**src/sv/wppd_pkg.sv**
```systemverilog
// Package for the window product block: field widths, operation codes and
// the sequencer state type. No dependencies.
package wppd_pkg;

    localparam int PREFIX_W = 32;
    localparam int VALUE_W  = 7;
    localparam int COUNT_W  = 10;

    localparam logic FUNC_APPEND = 1'b0;
    localparam logic FUNC_QUERY  = 1'b1;

    typedef enum logic [1:0] {
        ST_IDLE,
        ST_READ,
        ST_DIV,
        ST_DONE
    } state_t;

endpackage

```
**src/sv/wppd_div.sv**
```systemverilog
// Radix-2 restoring divider, one quotient bit per cycle.
// Depends on wppd_pkg for the operand width.
module wppd_div
    import wppd_pkg::*;
(
    input  logic                clk,
    input  logic                rst_n,
    input  logic                start,
    input  logic [PREFIX_W-1:0] dividend,
    input  logic [PREFIX_W-1:0] divisor,
    output logic                done,
    output logic [PREFIX_W-1:0] quotient
);

    localparam int CNT_W = $clog2(PREFIX_W);

    logic                busy_reg;
    logic                done_reg;
    logic [CNT_W-1:0]    cnt_reg;
    logic [PREFIX_W-1:0] rem_reg;
    logic [PREFIX_W-1:0] quot_reg;
    logic [PREFIX_W-1:0] dvs_reg;

    logic [PREFIX_W:0]   rem_shift;
    logic                ge;
    logic [PREFIX_W-1:0] rem_next;
    logic [PREFIX_W-1:0] quot_next;

    always_comb
    begin
        rem_shift = {rem_reg, quot_reg[PREFIX_W-1]};
        ge        = rem_shift >= {1'b0, dvs_reg};
        rem_next  = ge ? PREFIX_W'(rem_shift - {1'b0, dvs_reg}) : PREFIX_W'(rem_shift);
        quot_next = {quot_reg[PREFIX_W-2:0], ge};
    end

    always_ff @(posedge clk or negedge rst_n)
    begin
        if (!rst_n)
        begin
            busy_reg <= 1'b0;
            done_reg <= 1'b0;
            cnt_reg  <= '0;
        end
        else
        begin
            done_reg <= 1'b0;
            if (start)
            begin
                busy_reg <= 1'b1;
                cnt_reg  <= '0;
            end
            else if (busy_reg)
            begin
                cnt_reg <= cnt_reg + 1'b1;
                if (cnt_reg == CNT_W'(PREFIX_W - 1))
                begin
                    busy_reg <= 1'b0;
                    done_reg <= 1'b1;
                end
            end
        end
    end

    // The quotient shifts in from the low end as the dividend shifts out.
    always_ff @(posedge clk)
    begin
        if (start)
        begin
            rem_reg  <= '0;
            quot_reg <= dividend;
            dvs_reg  <= divisor;
        end
        else if (busy_reg)
        begin
            rem_reg  <= rem_next;
            quot_reg <= quot_next;
        end
    end

    assign done     = done_reg;
    assign quotient = quot_reg;

endmodule

```
**config.mk**
```make
export PLATFORM = sky130hd
export DESIGN_NAME = wppd_div
export DESIGN_NICKNAME = d
export VERILOG_FILES = /design/src/sv/wppd_pkg.sv /design/src/sv/wppd_div.sv
export SDC_FILE = /design/constraint.sdc
export NUM_CORES = 1
export LEC_CHECK = 0
export ABC_CLOCK_PERIOD_IN_PS = 2830
export BUFFER_PORTS_ARGS = -buffer_cell sky130_fd_sc_hd__buf_2
export CAP_MARGIN = 30
export CORE_MARGIN = 2
export CORE_UTILIZATION = 57
export DETAILED_ROUTE_END_ITERATION = 7
export GPL_ROUTABILITY_DRIVEN = 0
export PLACE_DENSITY = 0.81
export SLEW_MARGIN = 10
export SYNTH_ARGS = -nofsm -noshare
export SYNTH_HDL_FRONTEND = slang
export SYNTH_SLANG_ARGS = --single-unit
```
**constraint.sdc**
```tcl
create_clock -name clk -period 2.83 [get_ports clk]
set_input_delay 0.566 -clock clk [delete_from_list [all_inputs] [get_ports clk]]
set_output_delay 0.566 -clock clk [all_outputs]
set_load 0.05 [all_outputs]
```
==> run summary <==
Most frequent cells in the layout: 98 x buf_2, 64 x edfxtp_1, 60 x nor2_1
FF-to-FF setup slack: 0.13 ns
Worst skew pair latency: 0.38 ns
Number of synthesized flops with an enable pin: 64
Area grow syn2layout: 15.0%
Switching power of the nets: 962 uW
Final Max Slew Viols: 0
F_max: 370 MHz
Lkg Pwr: 0.00300 uW
Sw Share: 29.8%
DP Cell Count: 792
Critical-path cell list: inv_1 > ha_1 > a21o_1 > a31o_1 > a21oi_2 > nand2_2 > a211oi_4 > o31ai_4 > buf_4 > buf_12 > mux2_2
DR vias: 4557
Largest net degree at the start of global routing: 70
# rows: 37
CP Launch Type: flop
Die H: 106 um
Fraction of registers with async set or reset after synthesis: 6.80%
Crit Path Max Fanout: 17
Dominant synthesized flop cell: edfxtp_1
CP Capture Type: flop
CTS tree: done
ANT cells: 0
Final min period: 2.70 ns
Slew margin rel.: 55.9%
# clock sinks: 103
H-tree levels: 3
Final wirelength: 12200 um
CP startpoint: dvs_reg[6]
Sequential fraction of the synthesis area: 46.2%
Bufs on Longest Clock Path: 2
First-pass GRT wire length: 20400 um
Pwr Density: 473 mW/mm2
Number of global-route vias before repair: 4540
Hold Crit Endpoint: dvs_reg[7]
Worst Hold Depth: 1
Nets@finish: 772
Initial Utilization: 58.0%
Core area: 0.0102 mm2
RSZ-0062 raised after global routing: true
Die X-Extent: 106 um
Hold Startpoint: divisor[7]
RR Startpoint: dvs_reg[6]
Logic pwr share: 19.0%
Critical setup path kind: flop to flop
Finish-stage setup viols: 0
Critical Path RT: 2.97 ns
WL/cell: 15.1 um
Vias per cell: 5.62
Setup Skew: 0.0151 ns
Tcrit/Tclk final: 95.5%
Final core occ: 66.7%
Final HPWL DP: 8980 um
Slowest CP cell: a211oi_4
Share of cells above drive strength 1: 25.6%
HP Class: input port to flop
Initial antenna violation count: 0
R2R cell count: 11
CTS clk-pin slew, worst paths: 0.10 ns
CTS buffer count: 9
Cell Int Power: 2270 uW
Iteration-0 DRC Markers: 199
Synth Instances: 578
DR pass1 iterations: 5
Input/output buffers: 99
Measured slew at the worst slew-check pin: 0.662 ns
Max VDD drop: 0.472 mV
Setup ws final: 0.127 ns
Reg-to-reg endpoint: quotient[0]
WHS: 0.347 ns
Max incr delay on CP: 0.34 ns
Post-synth cell types: 54
Synth Cell Area: 0.00593 mm2
Number of remaining DRC errors: 0
Most common cell after layout, fill and taps aside: buf_2
Seq pwr share: 54.0%
Total power: 3230 uW
Max Cap Viol: 0
Non-Filler Instances: 811
All-layer global routing usage: 22.7%
Pre-CTS setup slack: 0.125 ns
Outcome: finished, final reports clean
Clk pwr share: 27.0%
Synth warnings: 0
Clock tree root driver cell: clkbuf_8
GRT overflow: 0
I/O pin cnt: 100
Seq cells post-synth: 103
CP Data Arrival Time: 2.85 ns
Synth Area per Inst: 10.3 um2
Final hold vios: 0
Die footprint: 0.0112 mm2
Mapped Nets: 680
DRT antenna net count: 0
## metrics by stage
stage / area [um2] / setup TNS (ns)
CTS: 6770 / 0
global route: 6820 / -0.00536
floorplan: 5930 / 0
global placement: 6580 / 0
finish: 6820 / 0
detailed placement: 6580 / 0
## area by class of cell
| class | instances | area (um2) |
|---|---|---|
| Clock buffer | 11 | 141 |
| Clock inverter | 5 | 40.0 |
| Fill cell | 811 | 3410 |
| Inverter | 42 | 158 |
| Multi-Input combinational cell | 399 | 2910 |
| Sequential cell | 103 | 2740 |
| Tap cell | 136 | 170 |
| Timing Repair Buffer | 115 | 658 |
## layer usage
layer	global-route usage [%]	share of wire [%]	vias to the layer above
met5	0	0	-
li1	-	-	2281
met3	7.66	6.4	9
met1	27.2	43	2160
met2	38.4	50	107
met4	7.80	1.1	0
## what timing repair did
item,in CTS,in global routing
resized for setup,0,8
hold buffers,1,0
setup endpoints to repair,0,9
endpoints found under the hold margin,7,0
setup buffers,0,2
## critical path: cells and delay by family (launching register included)
kind	cells	cell delay, ns
AO/OA/AOI/OAI	5	1.06
buffers and inverters	3	0.36
flip-flops	1	0.33
adder cells (fa/ha/maj)	1	0.33
multiplexers	1	0.26
AND/OR/NAND/NOR	1	0.12
## synthesized netlist by cell type (all sizes together), types with 2 or more instances
cell type | count | area (um2)
a211oi | 32 | 250
a21boi | 2 | 15.0
a21o | 11 | 82.6
a21oi | 27 | 135
a31oi | 7 | 43.8
and2 | 3 | 18.8
and3 | 3 | 18.8
buf | 11 | 76.3
clkbuf | 23 | 87.6
dfrtp | 7 | 175
dfxtp | 32 | 641
edfxtp | 64 | 1920
ha | 34 | 425
inv | 42 | 158
mux2 | 33 | 375
mux2i | 28 | 280
nand2 | 33 | 124
nand2b | 7 | 43.8
nand3 | 13 | 65.1
nand4 | 9 | 56.3
nor2 | 60 | 225
nor2b | 3 | 18.8
nor3 | 7 | 35.0
nor4 | 2 | 12.5
o2111ai | 3 | 26.3
o211ai | 5 | 37.5
o21ai | 26 | 130
o21bai | 2 | 15.0
o221ai | 2 | 17.5
o31ai | 2 | 20.0
or3 | 2 | 12.5
xnor2 | 12 | 105
xor2 | 17 | 149
## logic make-up (layout without fill, tap and decap cells)
logic type	count (synthesis)	after routing	share of synthesized area [%]
simple gates	145	145	11.0
flops	103	103	46.2
mux	61	61	11.1
fa+ha+maj	35	35	7.51
xor+xnor	29	29	4.28
compound gates	129	129	14.6
buf+inv	76	173	5.42
## power groups by stage
stage               Combinational, uW  Clock, uW  Sequential, uW
finish                            614        872            1740
global route                      665        941            1750
CTS                               615        903            1740
detailed placement                612          0            1770
global placement                  596          0            1770
floorplan                         265          0            1940
## how the worst max path moves through the flow
stage / endpoint / depth (start not counted)
global placement: quotient[0] / 10
detailed placement: rem_reg[30] / 12
finish: quotient[0] / 11
global route: rem_reg[12] / 11
CTS: rem_reg[30] / 12
floorplan: rem_reg[30] / 12
No activity file was read; power rests on OpenSTA's default activity.
